**config.mk**
```make
export PLATFORM = sky130hd
export DESIGN_NAME = echo_width_to_distance_report
export DESIGN_NICKNAME = d
export VERILOG_FILES = /design/src/edw_pkg.sv /design/src/edw_calc.sv /design/src/echo_width_to_distance_report.sv
export SDC_FILE = /design/constraint.sdc
export NUM_CORES = 1
export LEC_CHECK = 0
export BUFFER_PORTS_ARGS = -buffer_cell sky130_fd_sc_hd__buf_4
export CORE_ASPECT_RATIO = 2
export CORE_MARGIN = 3
export CORE_UTILIZATION = 35
export CTS_CLUSTER_DIAMETER = 100
export DETAILED_ROUTE_END_ITERATION = 8
export SLEW_MARGIN = 20
export SYNTH_ARGS = -nofsm -noshare
export SYNTH_HDL_FRONTEND = slang
export SYNTH_SLANG_ARGS = --single-unit
```
**constraint.sdc**
```tcl
create_clock -name i_clk -period 6.9 [get_ports i_clk]
set_clock_uncertainty 0.2 [all_clocks]
set_input_delay 2.07 -clock i_clk [delete_from_list [all_inputs] [get_ports i_clk]]
set_output_delay 2.07 -clock i_clk [all_outputs]
set_load 0.1 [all_outputs]
```
**src/edw_pkg.sv**
```systemverilog
`timescale 1ns / 1ps

package edw_pkg;

    localparam int CNT_W    = 16;
    localparam int DIST_W   = 12;
    localparam int CHAR_W   = 8;
    localparam int PADDR_W  = 4;
    localparam int PDATA_W  = 32;

    localparam int REPORT_LEN = 10;
    localparam int IDX_W      = 4;

    // register indexes, taken from paddr[3:2]
    localparam logic [1:0] REG_TIMEOUT   = 2'd0;
    localparam logic [1:0] REG_LOW       = 2'd1;
    localparam logic [1:0] REG_HIGH      = 2'd2;
    localparam logic [1:0] REG_ALARM_THR = 2'd3;

    localparam logic [CNT_W-1:0]  RST_TIMEOUT   = 16'd14592;
    localparam logic [DIST_W-1:0] RST_LOW       = 12'd40;
    localparam logic [DIST_W-1:0] RST_HIGH      = 12'd4000;
    localparam logic [DIST_W-1:0] RST_ALARM_THR = 12'd150;

    // reciprocal constants: floor(x/d) = (x*M) >> S, exact over the stated input width
    localparam logic [21:0] RECIP_100_W21 = 22'd2684355;  // x < 2^21, shift 28
    localparam logic [12:0] RECIP_10_W12  = 13'd6554;     // x < 2^12, shift 16
    localparam logic [9:0]  RECIP_100_W9  = 10'd656;      // x < 2^9,  shift 16
    localparam logic [7:0]  RECIP_10_W7   = 8'd205;       // x < 2^7,  shift 11

    localparam logic [CHAR_W-1:0] CHAR_0     = 8'h30;
    localparam logic [CHAR_W-1:0] CHAR_SPACE = 8'h20;
    localparam logic [CHAR_W-1:0] CHAR_DOT   = 8'h2E;
    localparam logic [CHAR_W-1:0] CHAR_C     = 8'h63;
    localparam logic [CHAR_W-1:0] CHAR_M     = 8'h6D;
    localparam logic [CHAR_W-1:0] CHAR_CR    = 8'h0D;
    localparam logic [CHAR_W-1:0] CHAR_LF    = 8'h0A;

    typedef struct packed {
        logic [CNT_W-1:0]  timeout_count;
        logic [DIST_W-1:0] low_limit;
        logic [DIST_W-1:0] high_limit;
        logic [DIST_W-1:0] alarm_threshold;
    } t_cfg;

    typedef struct packed {
        logic [DIST_W-1:0] distance;
        logic              alarm;
        logic [CHAR_W-1:0] c_hund;
        logic [CHAR_W-1:0] c_tens;
        logic [CHAR_W-1:0] c_ones;
        logic [CHAR_W-1:0] c_frac;
    } t_rpt;

endpackage

```
**src/edw_calc.sv**
```systemverilog
`timescale 1ns / 1ps

module edw_calc (
    input  logic                     i_clk,
    input  logic                     i_rst_n,
    input  edw_pkg::t_cfg            i_cfg,
    input  logic                     i_in_vld,
    input  logic [edw_pkg::CNT_W-1:0] i_echo_count,
    output logic                     o_in_rdy,
    output logic                     o_rpt_vld,
    output edw_pkg::t_rpt            o_rpt,
    input  logic                     i_rpt_take
);
    import edw_pkg::*;

    localparam int NSTG = 8;

    logic [NSTG:1] r_vld;
    logic [NSTG:1] w_rdy;

    // stage payloads
    logic [CNT_W-1:0]  r_p1_cnt;
    logic              r_p2_tmo;
    logic [20:0]       r_p2_prod;
    logic              r_p3_tmo;
    logic [13:0]       r_p3_q;
    logic [DIST_W-1:0] r_p4_dist;
    logic              r_p4_alm;
    logic [DIST_W-1:0] r_p5_dist;
    logic              r_p5_alm;
    logic [8:0]        r_p5_ip;
    logic [DIST_W-1:0] r_p6_dist;
    logic              r_p6_alm;
    logic [8:0]        r_p6_ip;
    logic [3:0]        r_p6_fp;
    logic [2:0]        r_p6_h;
    logic [DIST_W-1:0] r_p7_dist;
    logic              r_p7_alm;
    logic [3:0]        r_p7_fp;
    logic [2:0]        r_p7_h;
    logic [6:0]        r_p7_rem;
    t_rpt              r_p8_rpt;

    logic [42:0]       w_mul100;
    logic [DIST_W-1:0] w_dist;
    logic [24:0]       w_mul10;
    logic [DIST_W-1:0] w_ip10;
    logic [18:0]       w_mulh;
    logic [8:0]        w_h100;
    logic [14:0]       w_mult;
    logic [3:0]        w_t;
    logic [6:0]        w_t10;
    logic [3:0]        w_o;
    t_rpt              w_rpt;

    // a stage loads when it is empty or its word moves on
    always_comb begin
        w_rdy[NSTG] = !r_vld[NSTG] || i_rpt_take;
        for (int k = NSTG - 1; k >= 1; k--) begin
            w_rdy[k] = !r_vld[k] || w_rdy[k+1];
        end
    end

    assign o_in_rdy  = w_rdy[1];
    assign o_rpt_vld = r_vld[NSTG];
    assign o_rpt     = r_p8_rpt;

    always_ff @(posedge i_clk) begin
        if (!i_rst_n) begin
            r_vld <= '0;
        end else begin
            if (w_rdy[1]) begin
                r_vld[1] <= i_in_vld;
            end
            for (int k = 2; k <= NSTG; k++) begin
                if (w_rdy[k]) begin
                    r_vld[k] <= r_vld[k-1];
                end
            end
        end
    end

    // stage 3: raw distance = prod / 100
    assign w_mul100 = 43'(r_p2_prod) * 43'(RECIP_100_W21);

    // stage 4: a timeout gives the high limit, else clamp, low limit tested first
    always_comb begin
        if (r_p3_tmo) begin
            w_dist = i_cfg.high_limit;
        end else if (r_p3_q < 14'(i_cfg.low_limit)) begin
            w_dist = i_cfg.low_limit;
        end else if (r_p3_q > 14'(i_cfg.high_limit)) begin
            w_dist = i_cfg.high_limit;
        end else begin
            w_dist = r_p3_q[DIST_W-1:0];
        end
    end

    // stage 5..8: digit split
    assign w_mul10 = 25'(r_p4_dist) * 25'(RECIP_10_W12);
    assign w_ip10  = 12'(r_p5_ip) * 12'd10;
    assign w_mulh  = 19'(r_p5_ip) * 19'(RECIP_100_W9);
    assign w_h100  = 9'(r_p6_h) * 9'd100;
    assign w_mult  = 15'(r_p7_rem) * 15'(RECIP_10_W7);
    assign w_t     = w_mult[14:11];
    assign w_t10   = 7'(w_t) * 7'd10;
    assign w_o     = 4'(r_p7_rem - w_t10);

    always_comb begin
        w_rpt.distance = r_p7_dist;
        w_rpt.alarm    = r_p7_alm;
        w_rpt.c_hund   = (r_p7_h != 3'd0) ? (CHAR_0 | 8'(r_p7_h)) : CHAR_SPACE;
        w_rpt.c_tens   = (r_p7_h != 3'd0 || w_t != 4'd0) ? (CHAR_0 | 8'(w_t)) : CHAR_SPACE;
        w_rpt.c_ones   = CHAR_0 | 8'(w_o);
        w_rpt.c_frac   = CHAR_0 | 8'(r_p7_fp);
    end

    always_ff @(posedge i_clk) begin
        if (w_rdy[1]) begin
            r_p1_cnt <= i_echo_count;
        end
        if (w_rdy[2]) begin
            r_p2_tmo  <= (r_p1_cnt >= i_cfg.timeout_count);
            r_p2_prod <= {r_p1_cnt, 4'b0} + 21'(r_p1_cnt);
        end
        if (w_rdy[3]) begin
            r_p3_tmo <= r_p2_tmo;
            r_p3_q   <= w_mul100[41:28];
        end
        if (w_rdy[4]) begin
            r_p4_dist <= w_dist;
            r_p4_alm  <= (w_dist < i_cfg.alarm_threshold);
        end
        if (w_rdy[5]) begin
            r_p5_dist <= r_p4_dist;
            r_p5_alm  <= r_p4_alm;
            r_p5_ip   <= w_mul10[24:16];
        end
        if (w_rdy[6]) begin
            r_p6_dist <= r_p5_dist;
            r_p6_alm  <= r_p5_alm;
            r_p6_ip   <= r_p5_ip;
            r_p6_fp   <= 4'(r_p5_dist - w_ip10);
            r_p6_h    <= w_mulh[18:16];
        end
        if (w_rdy[7]) begin
            r_p7_dist <= r_p6_dist;
            r_p7_alm  <= r_p6_alm;
            r_p7_fp   <= r_p6_fp;
            r_p7_h    <= r_p6_h;
            r_p7_rem  <= 7'(r_p6_ip - w_h100);
        end
        if (w_rdy[8]) begin
            r_p8_rpt <= w_rpt;
        end
    end

endmodule

```
**src/echo_width_to_distance_report.sv**
```systemverilog
`timescale 1ns / 1ps

// Echo pulse width to distance report.
// Input: raise start with i_echo_count; the word is taken at an edge where
// busy is low. Each word yields a ten-character ASCII report
// ("ddd.d cm" CR LF), one character per cycle marked by o_strobe, with the
// clamped distance and alarm repeated on every character and o_last_char
// on the line feed.
// The word passes through the arithmetic pipeline and then the report
// register before its first character is on the ports.
// Throughput is set by the report shifter, which sends one character per
// cycle. An eight-stage arithmetic pipeline in front of it holds up to eight
// more words; busy rises only when that pipeline is full, and reports go out
// back to back with no gap.
// The receiver cannot stall: o_strobe is a one-cycle mark per character.
// Config: APB registers timeout_count, low_limit, high_limit, alarm_threshold
// at byte addresses 0, 4, 8, 12; write them only while idle.
// Reset (synchronous, active low) empties the pipeline, drops any report in
// flight and loads the register defaults.
module echo_width_to_distance_report (
    input  logic                         i_clk,
    input  logic                         i_rst_n,
    input  logic                         psel,
    input  logic                         penable,
    input  logic                         pwrite,
    input  logic [edw_pkg::PADDR_W-1:0]  paddr,
    input  logic [edw_pkg::PDATA_W-1:0]  pwdata,
    output logic [edw_pkg::PDATA_W-1:0]  prdata,
    output logic                         pready,
    input  logic                         start,
    output logic                         busy,
    input  logic [edw_pkg::CNT_W-1:0]    i_echo_count,
    output logic                         o_strobe,
    output logic [edw_pkg::CHAR_W-1:0]   o_out_char,
    output logic                         o_last_char,
    output logic [edw_pkg::DIST_W-1:0]   o_distance_tenths,
    output logic                         o_alarm
);
    import edw_pkg::*;

    t_cfg             r_cfg;
    logic [1:0]       w_reg_idx;
    logic             w_wr;

    logic             w_in_rdy;
    logic             w_rpt_vld;
    t_rpt             w_rpt;
    logic             w_take;

    logic             r_s_act;
    logic [IDX_W-1:0] r_s_idx;
    t_rpt             r_s_rpt;
    logic             w_last;

    // ---- register file ----
    assign pready    = 1'b1;
    assign w_reg_idx = paddr[3:2];
    assign w_wr      = psel && penable && pwrite;

    always_ff @(posedge i_clk) begin
        if (!i_rst_n) begin
            r_cfg.timeout_count   <= RST_TIMEOUT;
            r_cfg.low_limit       <= RST_LOW;
            r_cfg.high_limit      <= RST_HIGH;
            r_cfg.alarm_threshold <= RST_ALARM_THR;
        end else if (w_wr) begin
            case (w_reg_idx)
                REG_TIMEOUT:   r_cfg.timeout_count   <= pwdata[CNT_W-1:0];
                REG_LOW:       r_cfg.low_limit       <= pwdata[DIST_W-1:0];
                REG_HIGH:      r_cfg.high_limit      <= pwdata[DIST_W-1:0];
                REG_ALARM_THR: r_cfg.alarm_threshold <= pwdata[DIST_W-1:0];
                default: ;
            endcase
        end
    end

    always_comb begin
        case (w_reg_idx)
            REG_TIMEOUT:   prdata = PDATA_W'(r_cfg.timeout_count);
            REG_LOW:       prdata = PDATA_W'(r_cfg.low_limit);
            REG_HIGH:      prdata = PDATA_W'(r_cfg.high_limit);
            REG_ALARM_THR: prdata = PDATA_W'(r_cfg.alarm_threshold);
            default:       prdata = '0;
        endcase
    end

    // ---- arithmetic pipeline ----
    edw_calc u_calc (
        .i_clk        (i_clk),
        .i_rst_n      (i_rst_n),
        .i_cfg        (r_cfg),
        .i_in_vld     (start),
        .i_echo_count (i_echo_count),
        .o_in_rdy     (w_in_rdy),
        .o_rpt_vld    (w_rpt_vld),
        .o_rpt        (w_rpt),
        .i_rpt_take   (w_take)
    );

    assign busy = !w_in_rdy;

    // ---- report shifter ----
    assign w_last = (r_s_idx == IDX_W'(REPORT_LEN - 1));
    // next report loads on the line feed cycle so reports run back to back
    assign w_take = w_rpt_vld && (!r_s_act || w_last);

    always_ff @(posedge i_clk) begin
        if (!i_rst_n) begin
            r_s_act <= 1'b0;
            r_s_idx <= '0;
        end else if (w_take) begin
            r_s_act <= 1'b1;
            r_s_idx <= '0;
        end else if (r_s_act) begin
            if (w_last) begin
                r_s_act <= 1'b0;
                r_s_idx <= '0;
            end else begin
                r_s_idx <= r_s_idx + 1'b1;
            end
        end
    end

    always_ff @(posedge i_clk) begin
        if (w_take) begin
            r_s_rpt <= w_rpt;
        end
    end

    always_comb begin
        case (r_s_idx)
            4'd0:    o_out_char = r_s_rpt.c_hund;
            4'd1:    o_out_char = r_s_rpt.c_tens;
            4'd2:    o_out_char = r_s_rpt.c_ones;
            4'd3:    o_out_char = CHAR_DOT;
            4'd4:    o_out_char = r_s_rpt.c_frac;
            4'd5:    o_out_char = CHAR_SPACE;
            4'd6:    o_out_char = CHAR_C;
            4'd7:    o_out_char = CHAR_M;
            4'd8:    o_out_char = CHAR_CR;
            4'd9:    o_out_char = CHAR_LF;
            default: o_out_char = '0;
        endcase
    end

    assign o_strobe          = r_s_act;
    assign o_last_char       = r_s_act && w_last;
    assign o_distance_tenths = r_s_rpt.distance;
    assign o_alarm           = r_s_rpt.alarm;

`ifndef SYNTHESIS
    a_last_is_lf: assert property (@(posedge i_clk) disable iff (!i_rst_n)
        o_last_char |-> (o_strobe && o_out_char == CHAR_LF))
        else $error("last character is not a line feed");

    a_report_unbroken: assert property (@(posedge i_clk) disable iff (!i_rst_n)
        (o_strobe && !o_last_char) |=> (o_strobe && $stable(o_distance_tenths)
                                        && $stable(o_alarm)))
        else $error("report broken or distance changed mid-report");

    a_idx_steps: assert property (@(posedge i_clk) disable iff (!i_rst_n)
        (r_s_act && !w_last) |=> (r_s_idx == $past(r_s_idx) + 1'b1))
        else $error("character index skipped");

    a_busy_full: assert property (@(posedge i_clk) disable iff (!i_rst_n)
        busy |-> w_rpt_vld)
        else $error("busy with an empty pipeline output");
`endif

endmodule

```
### Yosys cells after proc, flatten, opt, wreduce, memory -nomap -nowiden

Cells that the tools add are included.
Widths: inputs -> output; s select.

| word-level totals | value |
|---|---|
| word-level logic and storage cells | 121 |
| output and inout port bits | 57 |
| input port bits | 58 |
| bits in registers | 281 |

| cells by class | value |
|---|---|
| equality and inequality tests | 12 |
| bitwise gates (word level) | 1 |
| magnitude comparators | 4 |
| mux-type cells | 11 |
| multiply operators | 7 |
| reduce and logical (&&, ||, !) cells | 33 |
| add/subtract/negate cells | 5 |

Operators with widths:

| cell | count |
|---|---|
| $pmux 32 s4 | 1 |
| $pmux 8 s10 | 1 |
| $mul 21x22->42 const B | 1 |
| $mux 12 | 3 |
| $mul 12x12->24 const B | 1 |
| $add 20x16->21 | 1 |
| $eq 4x3->1 const B | 4 |
| $ge 16x16->1 | 1 |
| $mul 7x8->15 const B | 1 |
| $mul 9x6->15 const B | 1 |
| $gt 14x12->1 | 1 |
| $lt 14x12->1 | 1 |
| $lt 12x12->1 | 1 |
| $logic_not 1->1 | 10 |
| $logic_or 1x1->1 | 10 |
| $mux 5 | 2 |
| $mul 9x3->3 const B | 1 |
| $eq 4x2->1 const B | 2 |
| $eq 4x4->1 const B | 2 |
| $reduce_and 2->1 | 4 |
| $sub 4x4->4 | 2 |
| $sub 7x7->7 | 1 |
| $mul 3x5->5 const B | 1 |
| $add 4x1->4 const B | 1 |
| 13 further kinds | 19 |

### Longest topological paths before layout

| logic depth | value |
|---|---|
| depth after elaboration | 12 |
| depth in mapped cells | 25 |
| gate-level depth less buffers | 25 |

### Hierarchy

A second synthesis with hierarchy kept.

| second synthesis, totals | value |
|---|---|
| cell total of the unflattened synthesis | 2050 |
| area total of the unflattened synthesis | 23433.7 um^2 |

Modules (own cells, without submodules):

| module | cells each | area each (um^2) | sequential area each (um^2) | instances |
|---|---|---|---|---|
| edw_calc | 1654 | 18989.5 | 5235.0 | 1 |
| echo_width_to_distance_report | 396 | 4444.3 | 2492.4 | 1 |

### Worst setup path before layout

Ideal clock, no wire load.

| path | value |
|---|---|
| path type | in2out |
| from | input paddr[3] (netlist bit) |
| to | output prdata[12] (netlist bit) |
| arrival time | 4.616 ns |
| path buffers | 2 |
| cell stages on the path | 3 |
| path slack | 0.014 ns |
| data required time | 4.630 ns |
| cells stage by stage | clkbuf_1 -> clkbuf_1 -> nor3_1 |

| between the ends | value |
|---|---|
| word-level cells in the longest chain between the ends | 2 |
| elaborated cells on any way between the ends | 5 |
| those cells by class | 3 x eq/ne; 1 x mux; 1 x reduce/logical |

Ends and longest elaborated chain:

| what | line | RTL |
|---|---|---|
| start: declaration | echo_width_to_distance_report.sv:26 | `input logic [edw_pkg::PADDR_W-1:0] paddr,` |
| $eq 2x2->1 (tied with other cells) | echo_width_to_distance_report.sv:78 | `case (w_reg_idx)` |
| $pmux 32 s4 * | echo_width_to_distance_report.sv:78 |  |
| end: declaration | echo_width_to_distance_report.sv:28 | `output logic [edw_pkg::PDATA_W-1:0] prdata,` |

Every way passes the cells marked *; elsewhere a longest branch is shown, timed or not. The select of a mux whose other input is x is not followed.

### Final worst setup path

| path | value |
|---|---|
| from | register u_calc.r_p2_prod[4] |
| to | register u_calc.r_p3_q[13] (data pin) |

| between the ends | value |
|---|---|
| word-level cells in the longest chain between the ends | 1 |

Ends and longest elaborated chain:

| what | line | RTL |
|---|---|---|
| start: declaration | edw_calc.sv:24 | `logic [20:0] r_p2_prod;` |
| start signal: assignment | edw_calc.sv:124 | `r_p2_prod <= {r_p1_cnt, 4'b0} + 21'(r_p1_cnt);` |
| $mul 21x22->42 | edw_calc.sv:84 | `assign w_mul100 = 43'(r_p2_prod) * 43'(RECIP_100_W21);` |
| net u_calc.w_mul100[41] | edw_calc.sv:44 | `logic [42:0] w_mul100;` |
| end signal: assignment | edw_calc.sv:128 | `r_p3_q <= w_mul100[41:28];` |
| end: declaration | edw_calc.sv:26 | `logic [13:0] r_p3_q;` |

The timed path passes the listed nets, and every way through them passes these cells.
A chain may end at the register's enable or synchronous reset.

==> summary.md <==
| Metric | Value |
|---|---|
| Synth top area share | 26.3% |
| Total gr overflow | 0 |
| Routed wl met2 | 31,700 um |
| Hold crit path type | flop to flop |
| Via count | 14,500 |
| Routed WL per cell | 18.5 um |
| Syn avg cell area | 11.4 um^2 |
| CTS H-tree lvls | 1 |
| Antenna violations before repair | 0 |
| Cell variety after synth | 71 |
| Most common cell after layout, fill and taps aside | ha_1 |
| Initial drt markers | 504 |
| Min Tclk post-route | 6.68 ns |
| Vias in the first global route | 16,000 |
| Core box area | 0.0639 mm^2 |
| # Max-Cap Violations | 0 |
| Crit path cell chain | inv_2 > fa_1 > fa_1 > fa_2 > fa_1 > fa_1 > inv_1 > fa_1 > inv_1 > fa_1 > inv_1 > ha_1 > a211o_1 > o2111a_1 > a32oi_2 > a211oi_4 > nor2_4 > o21a_2 > o211ai_2 > a21oi_2 > xnor2_1 |
| Die Area | 0.0679 mm^2 |
| Final Hold Vio Count | 0 |
| Final worst setup slack | 0.224 ns |
| Post-synthesis sequential area ratio | 32.0% |
| Tot GR Track Use | 16.3% |
| Die span in x | 186 um |
| Synth area leader | edfxtp_1 |
| Via/cell ratio | 4.97 |
| Routed length on met1 | 17,000 um |
| Final slew viol count | 0 |
| Crit share post-route | 96.8% |
| Top-Level Pins | 115 |
| Fmax | 150 MHz |
| Worst-path clk slew | 0.07 ns |
| Relative slew slack | 23.8% |
| YS warnings | 0 |
| Final GP Congestion | 0.939 |
| CP arrival | 6.79 ns |
| Synth area leaders | edfxtp_1 (26%), ha_1 (23%), fa_1 (18%) |
| Clk buf depth | 3 |
| Filler cells | 6,186 |
| Largest net degree at the start of global routing | 63 |
| Final WL | 54,000 um |
| Area Growth Syn to Fin | 11.9% |
| CTS tree | built |
| Routed met3 length | 1340 um |
| Type of origin of the critical path | flop |
| Measured slew at the worst slew-check pin | 1.14 ns |
| Ys async rst share | 0% |
| Reg-to-reg slack, setup | 0.22 ns |
| DRT Pass-1 Iters | 5 |
| First-pass GRT wire length | 84,800 um |
| CTS Sinks | 263 |
| CP max stage cell | fa_2 |
| # DRC | 0 |
| Status | completed |
| Syn Inst Count | 1,978 |
| CP dominant cell by count | fa_1 |
| Dpl ws | -0.0704 ns |
| Number of cell rows | 131 |
| Mapped Area | 0.0226 mm^2 |
| Buffers on Ports | 78 |
| Final Setup Violations | 0 |
| Initial Util | 35.4% |
| CP Capture Type | flop |
| Post-synth EDFFs | 198 |
| Cts bufs inserted | 25 |
| Worst Path Max Fanout | 3 |
| WP data required | 7.02 ns |
| Top Layer Used | met4 |
| Die height | 366 um |
| Cts hold-fix bufs | 0 |
| Clk_lat worst skew | 0.57 ns |
| Post-route ant nets | 0 |
| DP HPWL | 46,500 um |
| Crit Path Class | flop to flop |
| Layout cells sized above 1 | 10.9% |
| Root buf cell | clkbuf_16 |
| Number of synthesized register bits | 263 |
| Commonest non-fill, non-tap cells in the layout | ha_1 (416), inv_1 (413), fa_1 (204) |
| Post-synth top flop | edfxtp_1 |
| Nets | 2,780 |
| Crit-path max cell delay | 0.62 ns |
| Final core occ | 39.6% |
==> cell type report <==
class,instances,area [um^2],share of cell area [%]
inverters,415,1560,6.15
clock inverters,10,126,0.499
clock buffers,36,718,2.84
repair buffers,137,1030,4.06
diodes,1,2.50,0.00988
multi-input cells,1254,13600,53.9
flip-flops and latches,263,7250,28.6
well taps,798,998,3.94
==> cells in the mapped netlist (6+ instances only) <==
cell type / count
o21ai_0: 29
mux4_2: 12
o21a_1: 18
inv_1: 415
and2_1: 6
nand4_1: 7
a21boi_0: 30
clkbuf_1: 27
and3_1: 14
a211oi_1: 9
a21o_1: 37
edfxtp_1: 198
o22a_1: 22
fa_1: 208
o211ai_1: 17
xor2_1: 14
xnor2_1: 42
nand2b_1: 11
nor2_1: 42
nand2_1: 92
mux2i_1: 10
or2_2: 10
dfxtp_1: 65
nand3_1: 16
buf_4: 31
nor3_1: 24
ha_1: 418
nor2b_1: 28
a21oi_1: 42
==> flip-flops by register name (all words and copies together) (netlist names), 4 cells and up <==
| signal | cells |
|---|---|
| r_s_idx | 4 |
| u_calc.r_p6_fp | 4 |
| u_calc.r_vld | 8 |
| u_calc.r_p7_fp | 4 |
| u_calc.r_p6_ip | 7 |
| u_calc.r_p3_q | 14 |
| u_calc.o_rpt | 29 |
| o_distance_tenths | 12 |
| u_calc.r_p2_prod | 21 |
| u_calc.r_p1_cnt | 16 |
| u_calc.r_p5_dist | 12 |
| u_calc.r_p6_dist | 11 |
| u_calc.r_p7_dist | 11 |
| u_calc.r_p5_ip | 9 |
| r_cfg | 52 |
| u_calc.r_p4_dist | 12 |
| u_calc.r_p7_rem | 7 |
| r_s_rpt | 16 |
==> through the flow <==
step / setup TNS, ns / hold slack [ns] / cell area, um^2 / cells
3_5_place_dp: -0.167 / 0.205 / 24300 / 2860
4_1_cts: 0 / 0.211 / 25200 / 2906
3_3_place_gp: -0.0363 / 0.200 / 24300 / 2860
6_report: 0 / 0.209 / 25300 / 2914
2_1_floorplan: 0 / 0.200 / 22700 / 1994
5_1_grt: -0.00920 / 0.218 / 25300 / 2913
==> path summary, 6_finish.rpt <==
kind | start | endpoint | depth (start not counted)
setup reg to reg | u_calc.r_p2_prod[4]$_DFFE_PP_ | u_calc.r_p3_q[13]$_DFFE_PP_ | 21
hold / removal | u_calc.r_p7_alm$_DFFE_PP_ | u_calc.o_rpt[32]$_DFFE_PP_ | 0
setup / recovery | u_calc.r_p2_prod[4]$_DFFE_PP_ | u_calc.r_p3_q[13]$_DFFE_PP_ | 21
hold reg to reg | u_calc.r_p7_alm$_DFFE_PP_ | u_calc.o_rpt[32]$_DFFE_PP_ | 0
==> what timing repair did <==
item	CTS	global route
endpoints found under the setup margin	3	9
buffers inserted	0	7
gates resized for setup	2	18
pin swaps	1	12
==> worst max-delay path, delay by kind of cell, from the launching register on <==
kind | cells | cell delay [ns]
and+or+nand+nor | 1 | 0.17
xor gates and xnor gates | 1 | 0.07
AOI/OAI and AO/OA | 7 | 1.37
adders and majority gates | 8 | 3.99
DFF | 1 | 0.39
buffers and inverters | 4 | 0.21
==> metal layers <==
metal	up-vias	track usage, %
met4	0	10.0
met1	7201	14.7
met3	136	1.47
li1	6869	-
met5	-	0
met2	289	33.4
==> cell families (layout without fill, tap and decap cells) <==
family	count (synthesis)	count (layout)	share of synthesized area, %
buf+inv	477	598	8.44
other cells	2	19	0.0332
xor+xnor	56	56	2.17
fa+ha+maj	626	626	41.5
simple gates	268	268	5.81
compound gates	264	264	8.40
mux	22	22	1.64
flops	263	263	32.0
Power is left out: the tool's default activity adds up to more than one toggle a clock period on the data nets, which glitch-free logic cannot reach.
